$ cat src/rtl/gfpc_pkg.sv
// ----------------------------------------------------------------------------
// gfpc_pkg
// Types, constants and register map shared by the GIF frame compositor.
// ----------------------------------------------------------------------------
`default_nettype none

package gfpc_pkg;

    localparam logic [11:0] MAX_CANVAS_WIDTH  = 12'd2048;
    localparam logic [11:0] MAX_CANVAS_HEIGHT = 12'd2048;
    localparam logic [11:0] FRAME_DIM_MAX     = 12'd2048;
    localparam int          PALETTE_DEPTH     = 256;
    localparam logic [7:0]  ALPHA_OPAQUE      = 8'hff;

    localparam logic OP_PIXEL   = 1'b0;
    localparam logic OP_PALETTE = 1'b1;

    localparam int ADDR_W = 5;

    localparam logic [2:0] REG_CANVAS_WIDTH  = 3'd0;
    localparam logic [2:0] REG_CANVAS_HEIGHT = 3'd1;
    localparam logic [2:0] REG_FRAME_LEFT    = 3'd2;
    localparam logic [2:0] REG_FRAME_TOP     = 3'd3;
    localparam logic [2:0] REG_FRAME_WIDTH   = 3'd4;
    localparam logic [2:0] REG_FRAME_HEIGHT  = 3'd5;
    localparam logic [2:0] REG_TRANSPARENT   = 3'd6;
    localparam logic [2:0] REG_COLOR_COUNT   = 3'd7;

    typedef struct packed {
        logic       op;
        logic [7:0] pixel_index;
        logic [7:0] palette_slot;
        logic [7:0] in_red;
        logic [7:0] in_green;
        logic [7:0] in_blue;
    } pix_word_t;

    typedef struct packed {
        logic        write_enable;
        logic [21:0] canvas_address;
        logic [7:0]  out_red;
        logic [7:0]  out_green;
        logic [7:0]  out_blue;
        logic [7:0]  out_alpha;
    } res_word_t;

    typedef struct packed {
        logic [11:0] canvas_width;
        logic [11:0] canvas_height;
        logic [10:0] frame_left;
        logic [10:0] frame_top;
        logic [11:0] frame_width;
        logic [11:0] frame_height;
        logic [8:0]  transparent_index;
        logic [8:0]  color_count;
    } cfg_t;

    typedef struct packed {
        logic        valid;
        logic        draw;
        logic [11:0] x;
        logic [11:0] y;
        logic [11:0] cw;
        logic [23:0] color;
    } stage_t;

endpackage

`default_nettype wire

$ cat src/rtl/gfpc_out.sv
// ----------------------------------------------------------------------------
// gfpc_out
// Canvas address multiply-add and result register.
// ----------------------------------------------------------------------------
`default_nettype none

module gfpc_out
    import gfpc_pkg::*;
(
    input  wire logic   clk,
    input  wire logic   rst_n,
    input  wire stage_t stage,
    output logic        take,
    output logic        result_valid,
    input  wire logic   result_stall,
    output res_word_t   result_word
);

    logic        result_valid_reg;
    res_word_t   result_reg;
    res_word_t   result_next;
    logic [23:0] prod;
    logic [24:0] sum;

    assign take = !result_valid_reg || !result_stall;

    assign prod = stage.y * stage.cw;
    assign sum  = {1'b0, prod} + {13'd0, stage.x};

    always_comb
    begin
        result_next = '0;
        if (stage.draw)
        begin
            result_next.write_enable   = 1'b1;
            result_next.canvas_address = sum[21:0];
            result_next.out_red        = stage.color[23:16];
            result_next.out_green      = stage.color[15:8];
            result_next.out_blue       = stage.color[7:0];
            result_next.out_alpha      = ALPHA_OPAQUE;
        end
    end

    always_ff @(posedge clk or negedge rst_n)
    begin
        if (!rst_n)
        begin
            result_valid_reg <= 1'b0;
        end
        else if (take)
        begin
            result_valid_reg <= stage.valid;
        end
    end

    always_ff @(posedge clk)
    begin
        if (take)
        begin
            result_reg <= result_next;
        end
    end

    assign result_valid = result_valid_reg;
    assign result_word  = result_reg;

    a_written_opaque: assert property (@(posedge clk) disable iff (!rst_n)
        result_valid_reg && result_reg.write_enable |-> result_reg.out_alpha == ALPHA_OPAQUE)
        else $error("written pixel is not opaque");

    a_suppressed_zero: assert property (@(posedge clk) disable iff (!rst_n)
        result_valid_reg && !result_reg.write_enable |->
            result_reg.canvas_address == 22'd0 && result_reg.out_alpha == 8'd0
            && result_reg.out_red == 8'd0 && result_reg.out_green == 8'd0
            && result_reg.out_blue == 8'd0)
        else $error("suppressed word carries data");

    a_stalled_result_kept: assert property (@(posedge clk) disable iff (!rst_n)
        stage.valid && !take |=> stage.valid)
        else $error("pending stage word dropped while output stalled");

endmodule

`default_nettype wire

$ cat config.mk
export PLATFORM = sky130hd
export DESIGN_NAME = gfpc_out
export DESIGN_NICKNAME = d
export VERILOG_FILES = /design/src/rtl/gfpc_pkg.sv /design/src/rtl/gfpc_out.sv
export SDC_FILE = /design/constraint.sdc
export NUM_CORES = 1
export LEC_CHECK = 0
export BUFFER_PORTS_ARGS = -buffer_cell sky130_fd_sc_hd__clkbuf_2
export CORE_MARGIN = 2
export CORE_UTILIZATION = 35
export CTS_CLUSTER_DIAMETER = 120
export DETAILED_ROUTE_END_ITERATION = 8
export GPL_ROUTABILITY_DRIVEN = 0
export SLEW_MARGIN = 25
export SYNTH_ARGS = -nofsm -noshare
export SYNTH_HDL_FRONTEND = slang
export SYNTH_SLANG_ARGS = --single-unit
$ cat constraint.sdc
create_clock -name clk -period 5.45 [get_ports clk]
set_input_delay 0.8175 -clock clk [delete_from_list [all_inputs] [get_ports clk]]
set_output_delay 0.8175 -clock clk [all_outputs]
set_load 0.01 [all_outputs]
==> impl_metrics.tcl <==
set metrics [dict create \
    synth_edf_count 47 \
    cts_hold_buf 0 \
    cts_tree "done" \
    antenna_found_initial 0 \
    grt_pass1_vias 5095 \
    rsz0062_at_grt "no" \
    finalSetupViolations 0 \
    clk_path_buf_depth 2 \
    period_share 0.953 \
    final_hold_viol_count 0 \
    grt_use_total 0.147 \
    crit_fanout 6 \
    final_area_mm2 0.00826 \
    yosysMostFrequentCell "inv_1" \
    grt_overflow 0 \
    drt_first_pass_iters 4 \
    cp_data_arrival_time_ns 5.22 \
    outcome "finished clean" \
    routed-wl-met3_um 696 \
    final_util 0.426 \
    finClkSkew_ns 0.00307 \
    cts_made_buffers 5 \
    drc 0 \
    grt_pass1_wl_mm 24.5 \
    synth_top_area_cell "fa_1" \
    synth_flop_cell "edfxtp_1" \
    initial_utilization 0.355 \
    post-cts-setup-buffers 0 \
    clkPwrFrac 0.087 \
    syn2layout_area_growth_pct 19.8 \
    yosys_warnings 0 \
    die_area_mm2 0.0208 \
    clock_latency_ns 0.28 \
    slew_headroom 0.568 \
    synth_seq_area_share 0.208 \
    power.leakage_nw 4.22 \
    grt_max_degree 50 \
    period_minus_slack_ns 5.19 \
    die_h_um 144 \
    p_int_w 0.00247 \
    routedWlPerCell_um 12.7 \
    placed_area_mm2 0.00804 \
    largest_reg_flops 47 \
    synth_top_area_share 0.319 \
    synth_seq_cells 48 \
    synth_area_mm2 0.00689 \
    synthDistinctLibCells 42 \
    synth_common_cells "inv_1 (160), and2_1 (117), fa_1 (110)" \
    cts.sinks 48 \
    num_vias 4867 \
    antennaDiodeCount 0 \
    vias_per_cell 4.33 \
    cellPowerDensity_mw_per_mm2 541 \
    finalMaxSlewViolations 0 \
    synth_nets 953 \
    met2_wirelength_mm 6.32 \
    clkTransAtPathRegs_ns 0.06 \
    htreeDepth 2 \
    max_freq_mhz 193 \
    sw_frac_of_total 0.448 \
    portBuffers 121 \
    criticalPathCategory "in -> reg" \
    die-width_um 144 \
    drt_wl_total_mm 14.2 \
    cts_resized 0 \
    p_seq_frac 0.133 \
    core.rowCount 51 \
    core-area_mm2 0.0194 \
    maxCapViolCount 0 \
    drt_iter0_drc 156 \
    p_total_w 0.00447 \
    startpoint_type "input port" \
    synthCells 718 \
    r2r_cells 1 \
    routed.top_layer "met4" \
    ir_worst_vdd_uv 373 \
    comb_power_share 0.781 \
    worstMarginPinSlew_ns 0.647 \
    min_path_type "in -> async" \
    io_pins 122 \
    power.switching_w 0.00200 \
    drive_gt1_frac 0.221 \
    antenna_left 0 \
    avgSynthCellArea_um2 9.60 \
    synth_area_leaders "fa_1 (32%), edfxtp_1 (20%), ha_1 (11%)" \
    hpwl_mm 12.4 \
    wl_met1_mm 7.03 \
    required_ns 5.47 \
    clockRootBuffer "clkbuf_16" \
    end_kind "register" \
    synthArstFlopShare 0.0208 \
    fin_nets 1093 \
]
[routing by layer]
| metal | vias up | global-route usage |
|---|---|---|
| li1 | 2438 | - |
| met1 | 2299 | 0.205 |
| met2 | 117 | 0.248 |
| met3 | 13 | 0.0156 |
| met4 | 0 | 0.0337 |
| met5 | - | 0 |
[cell usage in the layout (no fill, tap or decap), types with 5 or more instances in the layout]
cell type	count
inv_1	160
edfxtp_1	47
o21ai_0	8
clkbuf_16	5
nand3_1	8
a21oi_1	13
ha_1	59
nor3_1	6
and2_1	117
xnor2_1	10
nand2_1	71
nand2b_1	6
buf_4	52
clkbuf_2	119
nor2_1	18
fa_1	110
[cell type report]
type / count / area [um2]
Inverter: 160 / 601
Timing Repair Buffer: 173 / 996
Multi-Input combinational cell: 470 / 4700
Sequential cell: 48 / 1440
Clock inverter: 2 / 60.1
Clock buffer: 6 / 129
Tap cell: 265 / 332
Fill cell: 1968 / 11100
[worst paths after layout]
kind / slack (ns) / to / startpoint
max: 0.26 / result_word[50]$_SDFFCE_PN0P_ / stage[24]
max in group asynchronous: 5.07 / result_valid$_DFFE_PN0P_ / rst_n
min reg2reg: 1.00 / result_valid$_DFFE_PN0P_ / result_valid$_DFFE_PN0P_
max reg2reg: 4.15 / result_word[41]$_SDFFCE_PN0P_ / result_valid$_DFFE_PN0P_
min: 0.30 / result_valid$_DFFE_PN0P_ / rst_n
min in group clk: 0.73 / result_valid$_DFFE_PN0P_ / stage[61]
[critical path, cell delays in order]
cell	delay, ns
clkbuf_2	0.13
and2_1	0.17
fa_1	0.53
inv_1	0.05
fa_1	0.47
inv_1	0.05
fa_1	0.50
fa_1	0.55
inv_1	0.05
fa_1	0.47
inv_1	0.04
ha_1	0.31
buf_4	0.14
nand2_1	0.04
o21ai_0	0.19
buf_4	0.16
a21oi_1	0.06
o22ai_1	0.28
o21a_1	0.19
nor3_1	0.04
[per-stage QoR]
stage | hold slack, ns | cells | setup WS [ns] | TNS [ns]
after detailed placement | 0.594 | 1116 | -0.190 | -0.892
after CTS | 0.283 | 1124 | 0.111 | 0
final | 0.296 | 1124 | 0.257 | 0
after global routing | 0.282 | 1124 | 0.00843 | 0
after floorplan | 0.522 | 718 | 0.0734 | 0
after global placement | 0.593 | 1116 | -0.153 | -0.667
[power by group through the flow]
stage / clock network (W) / registers (W) / logic, W
after floorplan: 0 / 0.000648 / 0.00237
after global placement: 0 / 0.000600 / 0.00341
after detailed placement: 0 / 0.000602 / 0.00343
after CTS: 0.000402 / 0.000594 / 0.00345
after global routing: 0.000416 / 0.000602 / 0.00404
final: 0.000387 / 0.000592 / 0.00349
[cell families (layout without fill, tap and decap cells)]
logic type	after synthesis	after routing	share of synthesized area
AO/OA/AOI/OAI	46	46	0.0465
XOR/XNOR	14	14	0.0178
multiplexers	3	3	0.00436
adder cells (fa/ha/maj)	170	170	0.428
buffers and inverters	200	341	0.115
flip-flops	48	48	0.208
AND/OR/NAND/NOR	237	237	0.180
No activity file was read; power rests on OpenSTA's default activity.
