`config.mk`:
```
export PLATFORM = sky130hd
export DESIGN_NAME = gfpc_cfg
export DESIGN_NICKNAME = d
export VERILOG_FILES = /design/src/rtl/gfpc_pkg.sv /design/src/rtl/gfpc_cfg.sv
export SDC_FILE = /design/constraint.sdc
export NUM_CORES = 1
export LEC_CHECK = 0
export ABC_AREA = 1
export BUFFER_PORTS_ARGS = -buffer_cell sky130_fd_sc_hd__buf_4
export CAP_MARGIN = 20
export CORE_MARGIN = 4
export CORE_UTILIZATION = 50
export CTS_BUF_LIST = sky130_fd_sc_hd__clkbuf_8
export DETAILED_ROUTE_END_ITERATION = 6
export GPL_ROUTABILITY_DRIVEN = 0
export PLACE_DENSITY_LB_ADDON = 0.12
export SYNTH_ARGS = -nofsm -noshare
export SYNTH_HDL_FRONTEND = slang
export SYNTH_SLANG_ARGS = --single-unit
```
`constraint.sdc`:
```
create_clock -name clk -period 2.9 [get_ports clk]
set_input_delay 0.87 -clock clk [delete_from_list [all_inputs] [get_ports clk]]
set_output_delay 0.87 -clock clk [all_outputs]
set_load 0.1 [all_outputs]
```
`src/rtl/gfpc_pkg.sv`:
```
// ----------------------------------------------------------------------------
// gfpc_pkg
// Types, constants and register map shared by the GIF frame compositor.
// ----------------------------------------------------------------------------
`default_nettype none

package gfpc_pkg;

    localparam logic [11:0] MAX_CANVAS_WIDTH  = 12'd2048;
    localparam logic [11:0] MAX_CANVAS_HEIGHT = 12'd2048;
    localparam logic [11:0] FRAME_DIM_MAX     = 12'd2048;
    localparam int          PALETTE_DEPTH     = 256;
    localparam logic [7:0]  ALPHA_OPAQUE      = 8'hff;

    localparam logic OP_PIXEL   = 1'b0;
    localparam logic OP_PALETTE = 1'b1;

    localparam int ADDR_W = 5;

    localparam logic [2:0] REG_CANVAS_WIDTH  = 3'd0;
    localparam logic [2:0] REG_CANVAS_HEIGHT = 3'd1;
    localparam logic [2:0] REG_FRAME_LEFT    = 3'd2;
    localparam logic [2:0] REG_FRAME_TOP     = 3'd3;
    localparam logic [2:0] REG_FRAME_WIDTH   = 3'd4;
    localparam logic [2:0] REG_FRAME_HEIGHT  = 3'd5;
    localparam logic [2:0] REG_TRANSPARENT   = 3'd6;
    localparam logic [2:0] REG_COLOR_COUNT   = 3'd7;

    typedef struct packed {
        logic       op;
        logic [7:0] pixel_index;
        logic [7:0] palette_slot;
        logic [7:0] in_red;
        logic [7:0] in_green;
        logic [7:0] in_blue;
    } pix_word_t;

    typedef struct packed {
        logic        write_enable;
        logic [21:0] canvas_address;
        logic [7:0]  out_red;
        logic [7:0]  out_green;
        logic [7:0]  out_blue;
        logic [7:0]  out_alpha;
    } res_word_t;

    typedef struct packed {
        logic [11:0] canvas_width;
        logic [11:0] canvas_height;
        logic [10:0] frame_left;
        logic [10:0] frame_top;
        logic [11:0] frame_width;
        logic [11:0] frame_height;
        logic [8:0]  transparent_index;
        logic [8:0]  color_count;
    } cfg_t;

    typedef struct packed {
        logic        valid;
        logic        draw;
        logic [11:0] x;
        logic [11:0] y;
        logic [11:0] cw;
        logic [23:0] color;
    } stage_t;

endpackage

`default_nettype wire

```
`src/rtl/gfpc_cfg.sv`:
```
// ----------------------------------------------------------------------------
// gfpc_cfg
// Register bank behind the APB-style configuration port.
// ----------------------------------------------------------------------------
`default_nettype none

module gfpc_cfg
    import gfpc_pkg::*;
(
    input  wire logic              clk,
    input  wire logic              rst_n,
    input  wire logic              psel,
    input  wire logic              penable,
    input  wire logic              pwrite,
    input  wire logic [ADDR_W-1:0] paddr,
    input  wire logic [31:0]       pwdata,
    output logic      [31:0]       prdata,
    output logic                   pready,
    output cfg_t                   cfg
);

    cfg_t       cfg_reg;
    logic       wr_en;
    logic [2:0] reg_sel;

    assign pready  = 1'b1;
    assign wr_en   = psel & penable & pwrite & pready;
    assign reg_sel = paddr[ADDR_W-1:2];
    assign cfg     = cfg_reg;

    always_ff @(posedge clk or negedge rst_n)
    begin
        if (!rst_n)
        begin
            cfg_reg.canvas_width      <= MAX_CANVAS_WIDTH;
            cfg_reg.canvas_height     <= MAX_CANVAS_HEIGHT;
            cfg_reg.frame_left        <= 11'd0;
            cfg_reg.frame_top         <= 11'd0;
            cfg_reg.frame_width       <= 12'd1;
            cfg_reg.frame_height      <= 12'd1;
            cfg_reg.transparent_index <= 9'h1ff;
            cfg_reg.color_count       <= 9'd0;
        end
        else if (wr_en)
        begin
            unique case (reg_sel)
                REG_CANVAS_WIDTH:  cfg_reg.canvas_width      <= pwdata[11:0];
                REG_CANVAS_HEIGHT: cfg_reg.canvas_height     <= pwdata[11:0];
                REG_FRAME_LEFT:    cfg_reg.frame_left        <= pwdata[10:0];
                REG_FRAME_TOP:     cfg_reg.frame_top         <= pwdata[10:0];
                REG_FRAME_WIDTH:   cfg_reg.frame_width       <= pwdata[11:0];
                REG_FRAME_HEIGHT:  cfg_reg.frame_height      <= pwdata[11:0];
                REG_TRANSPARENT:   cfg_reg.transparent_index <= pwdata[8:0];
                REG_COLOR_COUNT:   cfg_reg.color_count       <= pwdata[8:0];
                default:           cfg_reg.color_count       <= cfg_reg.color_count;
            endcase
        end
    end

    always_comb
    begin
        unique case (reg_sel)
            REG_CANVAS_WIDTH:  prdata = {20'd0, cfg_reg.canvas_width};
            REG_CANVAS_HEIGHT: prdata = {20'd0, cfg_reg.canvas_height};
            REG_FRAME_LEFT:    prdata = {21'd0, cfg_reg.frame_left};
            REG_FRAME_TOP:     prdata = {21'd0, cfg_reg.frame_top};
            REG_FRAME_WIDTH:   prdata = {20'd0, cfg_reg.frame_width};
            REG_FRAME_HEIGHT:  prdata = {20'd0, cfg_reg.frame_height};
            REG_TRANSPARENT:   prdata = {23'd0, cfg_reg.transparent_index};
            REG_COLOR_COUNT:   prdata = {23'd0, cfg_reg.color_count};
            default:           prdata = 32'd0;
        endcase
    end

endmodule

`default_nettype wire

```
==> metrics.md, run 1 <==
| Metric | Value |
|---|---|
| Outcome | `finished clean` |
| Ant diodes | `0` |
| Vias per cell | `5.45` |
| Post-Synth Simple-Gate Area | `a little over a quarter` |
| Sequential share of power | `28.9%` |
| First-pass DRT Iterations | `5` |
| Area Overhead vs Synth | `27.6%` |
| Multi-input gate area | `approximately 2000 sq um` |
| Die area | `approximately 11000 sq um` |
| Post-synthesis xor/xnor area fraction | `0%` |
| Net load switching power | `between 3000 and 4000 uW` |
| Final hold viol count | `0` |
| Fmax | `354 MHz` |
| Yosys reg bits | `88` |
| Mean Syn Cell Area | `8.74 sq um` |
| Mux contribution to synthesized area | `0%` |
| # hold bufs at CTS | `0` |
| Dpl hpwl | `about 9500 um` |
| CP Launch Type | `input port` |
| # DRC | `0` |
| Routed Antenna Nets | `0` |
| R2R depth | `2` |
| Max IR drop VDD | `approximately 670 uV` |
| Yosys warns | `0` |
| IO Count | `roughly 160` |
| PortBufs | `between 100 and 150` |
| RSZ-0062 raised after global routing | `false` |
| Fill cells | `approximately 770` |
| Met2 wire length | `6270 um` |
| WL/cell | `roughly 18 um` |
| Max layer used | `met4` |
| Share of layout cells above drive strength 1 | `37.6%` |
| Pre-CTS setup slack | `-0.0188 ns` |
| CTS tree | `built` |
| Core Footprint | `8810 sq um` |
| Synth Area in Compound Gates | `between 10% and 20%` |
| Slew @ Worst Pin | `0.703 ns` |
| Final period util | `a little over nine tenths` |
| Routed WL | `13200 um` |
| Insertion delay to the later sink of the worst-skew pair | `0.35 ns` |
| Clock share of power | `around 15%` |
| Synth Instances | `roughly 520` |
| Congestion Overflow GR | `0` |
| Clock Sink Count | `between 80 and 90` |
| Hold slack | `about 0.5 ns` |
| Power per Cell Area | `1030 nW/um^2` |
| Largest net degree at the start of global routing | `50` |
| TritonCTS buffer count | `9` |
| Vias in the first global route | `between 3000 and 4000` |
| R2r endpoint | `cfg[10]` |
| Clk buf depth | `2` |
| H-tree Lvls | `3` |
| Vias | `between 4000 and 5000` |
| Netlist cell types | `27` |
| Clk slew on worst S/H paths | `0.09 ns` |
| Pins Over Slew Limit | `0` |
| Global-route wire length before repair | `just over 20000 um` |
| Setup WS post-layout | `0.0717 ns` |
| Initial Util | `51.7%` |
| CP max FO | `13` |
| Max reg flops | `between 80 and 90` |
| Fin nets | `around 680` |
| FF/Latch Area | `2220 sq um` |
| Reg2reg start | `cfg[10]` |
| Clock root buffer | `clkbuf_8` |
| Sw Share | `between 50 and 60%` |
| Number of max-cap violations | `0` |
| Cell Int Power | `between 2000 and 3000 uW` |
| Synth Area in Adders | `0%` |
| Critical Path Sink Type | `primary output` |
| Mapped cell area | `between 4000 and 5000 sq um` |
| Reg-to-reg slack, setup | `2.04 ns` |
| Slew Limit Headroom | `roughly 53%` |
| Total GRT Usage | `25.5%` |
| Critical setup path kind | `input port to primary output` |
| Worst EP arrival | `approximately 2.0 ns` |
| Initial antenna violation count | `0` |
| Final setup violation count | `0` |
| Met3 wire length | `about 1100 um` |
| Chip Width | `around 100 um` |
| Row count | `34` |
| Largest family of logic cells by synthesized area | `simple AND/OR/NAND/NOR gates` |
| Pleak | `0.00295 uW` |
| Hold Crit Class | `input port to asynchronous set/reset pin` |
| Metal-1 WL | `roughly 5500 um` |
| Final Critical Period | `2.83 ns` |
| Sequential element share of the synthesized area | `between 40 and 50%` |
| Max Clock Skew | `0 ns` |
| Worst EP required | `just over 2 ns` |
| Initial DRC count | `~250` |
| Combinational share of power | `a little under three fifths` |
| Die H | `103 um` |
-- cell usage in the layout, fill, tap and decap left out, drive strengths merged --
| cell | instances |
|---|---|
| nor2 | 57 |
| clkinv | 2 |
| inv | 34 |
| nand2 | 114 |
| bufinv | 2 |
| dfrtp | 75 |
| clkbuf | 10 |
| dfstp | 13 |
| conb | 21 |
| o21ai | 68 |
| buf | 138 |
| nand3 | 27 |
| nand4 | 51 |
| a21oi | 22 |
| nor3 | 4 |
-- per-stage QoR --
step	cells	util [%]	TNS [ns]	power, uW	instance area (sq um)
2_1_floorplan	540	-	-0.222	4380	4700
3_3_place_gp	729	62.5	-0.0615	5000	5500
3_5_place_dp	729	62.5	-0.0666	5040	5500
4_1_cts	745	65.2	0	5970	5740
5_1_grt	746	66.0	0	6200	5810
6_report	746	66.0	0	5980	5810
-- cell type report --
class	instances	share of cell area, %
flip-flops and latches	88	38.2
clock inverters	6	1.34
well taps	108	2.33
multi-input cells	364	33.5
inverters	32	2.15
clock buffers	10	2.37
repair buffers	138	20.1
-- layer usage --
metal,GRT usage [%],up-vias
li1,-,1924
met1,35.0,1923
met2,39.7,193
met3,4.90,24
met4,10.8,0
met5,0,-
-- repair_timing --
| item | in CTS | in global routing |
|---|---|---|
| setup buffers | 0 | 1 |
| cloned | 0 | 0 |
| pin swaps | 0 | 0 |
| gates resized for setup | 10 | 17 |
| setup endpoints to repair | 8 | 12 |
-- cells in the mapped netlist --
library cell    n  area (sq um)
nor3_1          1          5.00
nor3_4          1          16.3
nor2_1         53           199
nor2_4          4          45.0
clkbuf_1        3          11.3
nand2_2         3          18.8
buf_2          14          70.1
nor3_2          2          20.0
buf_4          27           203
inv_1          28           105
nand4_1        51           319
nand3_4         1          17.5
inv_2           2          7.51
conb_1          2          7.51
nand2_4         1          11.3
nand2_1       110           413
dfrtp_1        75          1880
a21oi_1         8          40.0
dfstp_2        13           342
nand3_2         3          30.0
inv_4           2          12.5
o21ai_1        33           165
a21oi_2        14           123
o21ai_2        19           166
buf_6          12           135
nand3_1        23           115
o21ai_0        16          80.1
-- power by group through the flow --
stage	Clock [uW]	Combinational (uW)	Sequential (uW)
CTS	938	3300	1730
global route	993	3440	1770
detailed placement	0	3290	1750
global placement	0	3260	1740
floorplan	0	814	3560
finish	923	3330	1730
-- worst max path at each step --
stage,startpoint,to,depth (start not counted)
6_report,paddr[2],prdata[8],7
3_5_place_dp,paddr[4],prdata[0],8
5_1_grt,paddr[3],prdata[11],7
2_1_floorplan,paddr[3],prdata[11],6
3_3_place_gp,paddr[4],prdata[0],8
4_1_cts,paddr[4],prdata[11],8
-- critical path: stages --
cell     delay (ns)
buf_4          0.18
nor2_4         0.29
nand3_1        0.13
nand2_1        0.11
nor2_2         0.06
nand3_2        0.08
buf_6          0.22
-- kinds of logic after synthesis --
family,Yosys count
simple gates,253
buf+inv,88
other cells,2
flops,88
compound gates,90
No activity file was read; power rests on OpenSTA's default activity.
==> inputs of run 2 (changes only) <==
--- a/config.mk
+++ b/config.mk
@@ -8,9 +8,10 @@
 export ABC_AREA = 1
 export BUFFER_PORTS_ARGS = -buffer_cell sky130_fd_sc_hd__buf_4
 export CAP_MARGIN = 20
+export CELL_PAD_IN_SITES_DETAIL_PLACEMENT = 0
+export CELL_PAD_IN_SITES_GLOBAL_PLACEMENT = 1
 export CORE_MARGIN = 4
-export CORE_UTILIZATION = 50
-export CTS_BUF_LIST = sky130_fd_sc_hd__clkbuf_8
+export CORE_UTILIZATION = 39
 export DETAILED_ROUTE_END_ITERATION = 6
 export GPL_ROUTABILITY_DRIVEN = 0
 export PLACE_DENSITY_LB_ADDON = 0.12
==> run 2 against run 1 <==
Against the previous run: combinational power barely moved; sequential share of layout area fell by 1.4 points; flip-flop and latch count did not move; critical endpoint is now prdata[9]; largest power group unchanged.
==> metrics.md, run 2 (same netlist as run 1, synthesis figures left out) <==
| Metric | Value |
|---|---|
| First-pass DRT Iterations | `5 (unchanged)` |
| Post-CTS Setup Inserts | `0 (unchanged)` |
| Power per Cell Area | `1030 nW/um^2 (about the same)` |
| Max IR drop VDD | `619 uV (was 673 uV)` |
| CP max FO | `5 (was 13)` |
| Pins Over Slew Limit | `0 (unchanged)` |
| Clock root buffer | `clkbuf_16 (was clkbuf_8)` |
| WL/cell | `18.2 um (was 17.8 um)` |
| Most common cell after layout, fill and taps aside | `buf_4 (unchanged)` |
| Share of layout cells above drive strength 1 | `37.9% (was 37.6%)` |
| Global-route wire length before repair | `22000 um (was 20300 um)` |
| R2R depth | `2 (unchanged)` |
| Chip Width | `116 um (was 103 um)` |
| Initial antenna violation count | `0 (unchanged)` |
| Final Non-Filler Cells | `794 (was 746)` |
| Reg-to-reg slack, setup | `2.05 ns (was 2.04 ns)` |
| Setup WS post-layout | `0.0338 ns (was 0.0717 ns)` |
| Number of max-cap violations | `0 (unchanged)` |
| Largest net degree at the start of global routing | `44 (was 50)` |
| CP Launch Type | `input port (unchanged)` |
| Critical Path Sink Type | `primary output (unchanged)` |
| Row count | `39 (was 34)` |
| Die area | `13500 sq um (was 10700 sq um)` |
| Hold Crit Class | `input port to asynchronous set/reset pin (unchanged)` |
| Area Overhead vs Synth | `32.3% (was 27.6%)` |
| Critical path endpoint | `prdata[9] (was prdata[8])` |
| IO Count | `163 (unchanged)` |
| R2r endpoint | `cfg[14] (was cfg[10])` |
| Crit-path max cell delay | `0.24 ns (was 0.29 ns)` |
| Worst path top cell family by delay | `buffers and inverters (was simple AND/OR/NAND/NOR gates)` |
| Worst Path Buf+Inv | `5 (was 2)` |
| Total GRT Usage | `22.1% (was 25.5%)` |
| TritonCTS buffer count | `9 (unchanged)` |
| Ant diodes | `0 (unchanged)` |
| Congestion Overflow GR | `0 (unchanged)` |
| Vias per cell | `5.14 (was 5.45)` |
| Dpl hpwl | `10600 um (was 9550 um)` |
| Final Critical Period | `2.87 ns (was 2.83 ns)` |
| Reg2reg start | `cfg[14] (was cfg[10])` |
| DP Cell Count | `778 (was 729)` |
| Slew Limit Headroom | `51.6% (was 53.0%)` |
| Routed Antenna Nets | `0 (unchanged)` |
| Vias | `4084 (was 4064)` |
| Worst EP required | `2.03 ns (about the same)` |
| Sequential share of power | `28.1% (was 28.9%)` |
| RSZ-0062 raised after global routing | `false (unchanged)` |
| Combinational share of power | `54.3% (was 55.6%)` |
| Insertion delay to the later sink of the worst-skew pair | `0.34 ns (was 0.35 ns)` |
| Pre-CTS setup slack | `-0.00405 ns (was -0.0188 ns)` |
| Vias in the first global route | `3873 (was 3858)` |
| CTS tree | `built (unchanged)` |
| Max Clock Skew | `0 ns (unchanged)` |
| Clock share of power | `17.6% (was 15.4%)` |
| Slew @ Worst Pin | `0.724 ns (was 0.703 ns)` |
| Clk buf depth | `2 (unchanged)` |
| Fin nets | `688 (was 675)` |
| Cell Int Power | `2770 uW (was 2620 uW)` |
| Final period util | `98.8% (was 97.5%)` |
| Critical setup path kind | `input port to primary output (unchanged)` |
| Final hold viol count | `0 (unchanged)` |
| Initial DRC count | `265 (was 246)` |
| Initial Util | `39.9% (was 51.7%)` |
| CP max-delay cell | `o21ai_0 (was nor2_4)` |
| Net load switching power | `3420 uW (was 3370 uW)` |
| Die H | `116 um (was 103 um)` |
| Clock Sink Count | `88 (unchanged)` |
| PortBufs | `119 (unchanged)` |
| DP Area | `5660 sq um (was 5500 sq um)` |
| Clk slew on worst S/H paths | `0.06 ns (was 0.09 ns)` |
| # DRC | `0 (unchanged)` |
| H-tree Lvls | `3 (unchanged)` |
| Crit path depth | `8 (was 7)` |
| Post-layout instance area | `6020 sq um (was 5810 sq um)` |
| Crit path cell chain | `buf_4, inv_4, nand3_2, o21ai_0, buf_4, inv_1, nand3_2, buf_6 (was buf_4, nor2_4, nand3_1, nand2_1, nor2_2, nand3_2, buf_6)` |
| Pleak | `0.00303 uW (was 0.00295 uW)` |
| Final setup violation count | `0 (unchanged)` |
| Worst EP arrival | `2.00 ns (was 1.96 ns)` |
| Max reg flops | `88 (unchanged)` |
| Fmax | `349 MHz (was 354 MHz)` |
| Routed WL | `14500 um (was 13200 um)` |
| CP startpoint | `paddr[3] (was paddr[2])` |
| Most frequent cells in the layout | `131 x buf_4, 109 x nand2_1, 75 x dfrtp_1 (was 119 x buf_4, 110 x nand2_1, 75 x dfrtp_1)` |
| Core Footprint | `11400 sq um (was 8810 sq um)` |
| Sw Share | `55.2% (was 56.3%)` |
| Outcome | `finished clean (unchanged)` |
==> run 2: worst min path at each step <==
stage / startpoint / to / slack, ns
after floorplan: rst_n / cfg[0] / 0.57
after global placement: cfg[16] / cfg[16] / 0.49
after detailed placement: cfg[16] / cfg[16] / 0.50
after CTS: rst_n / cfg[78] / 0.46
after global routing: rst_n / cfg[78] / 0.47
final: rst_n / cfg[78] / 0.45
==> run 2: layout make-up <==
class	instances	area [sq um]
Sequential cell	88	2220
Fill cell	1072	5400
Inverter	32	125
Multi-Input combinational cell	364	1930
Clock inverter	4	20.0
Timing Repair Buffer	151	1300
Clock buffer	12	256
Tap cell	143	179
==> run 2: power groups by stage <==
stage                     sequential (uW)  clock (uW)  combinational (uW)
after floorplan                      3560           0                 814
after global placement               1750           0                3300
after detailed placement             1760           0                3330
after CTS                            1740        1110                3330
after global routing                 1770        1160                3480
final                                1740        1090                3360
==> run 2: per-layer routing <==
layer	vias to the layer above	wire, um	global-route usage [%]
met5	-	0	0
met4	0	399	8.35
met3	22	1130	4.28
met2	184	6240	31.8
met1	1921	6700	32.9
li1	1957	-	-
==> run 2: repair_timing <==
action                                 CTS  global route
gates resized for setup                  2            22
hold buffers                             0             0
setup endpoints to repair                2            12
gates cloned                             0             0
endpoints found under the hold margin    0             0
==> run 2: per-stage QoR <==
stage	TNS [ns]	utilization, %	hold WS (ns)	total power, uW
global route	0	52.8	0.470	6410
finish	0	52.8	0.449	6190
CTS	0	52.1	0.457	6180
detailed placement	-0.00405	49.6	0.496	5080
global placement	0	49.6	0.488	5060
floorplan	-0.222	-	0.574	4380
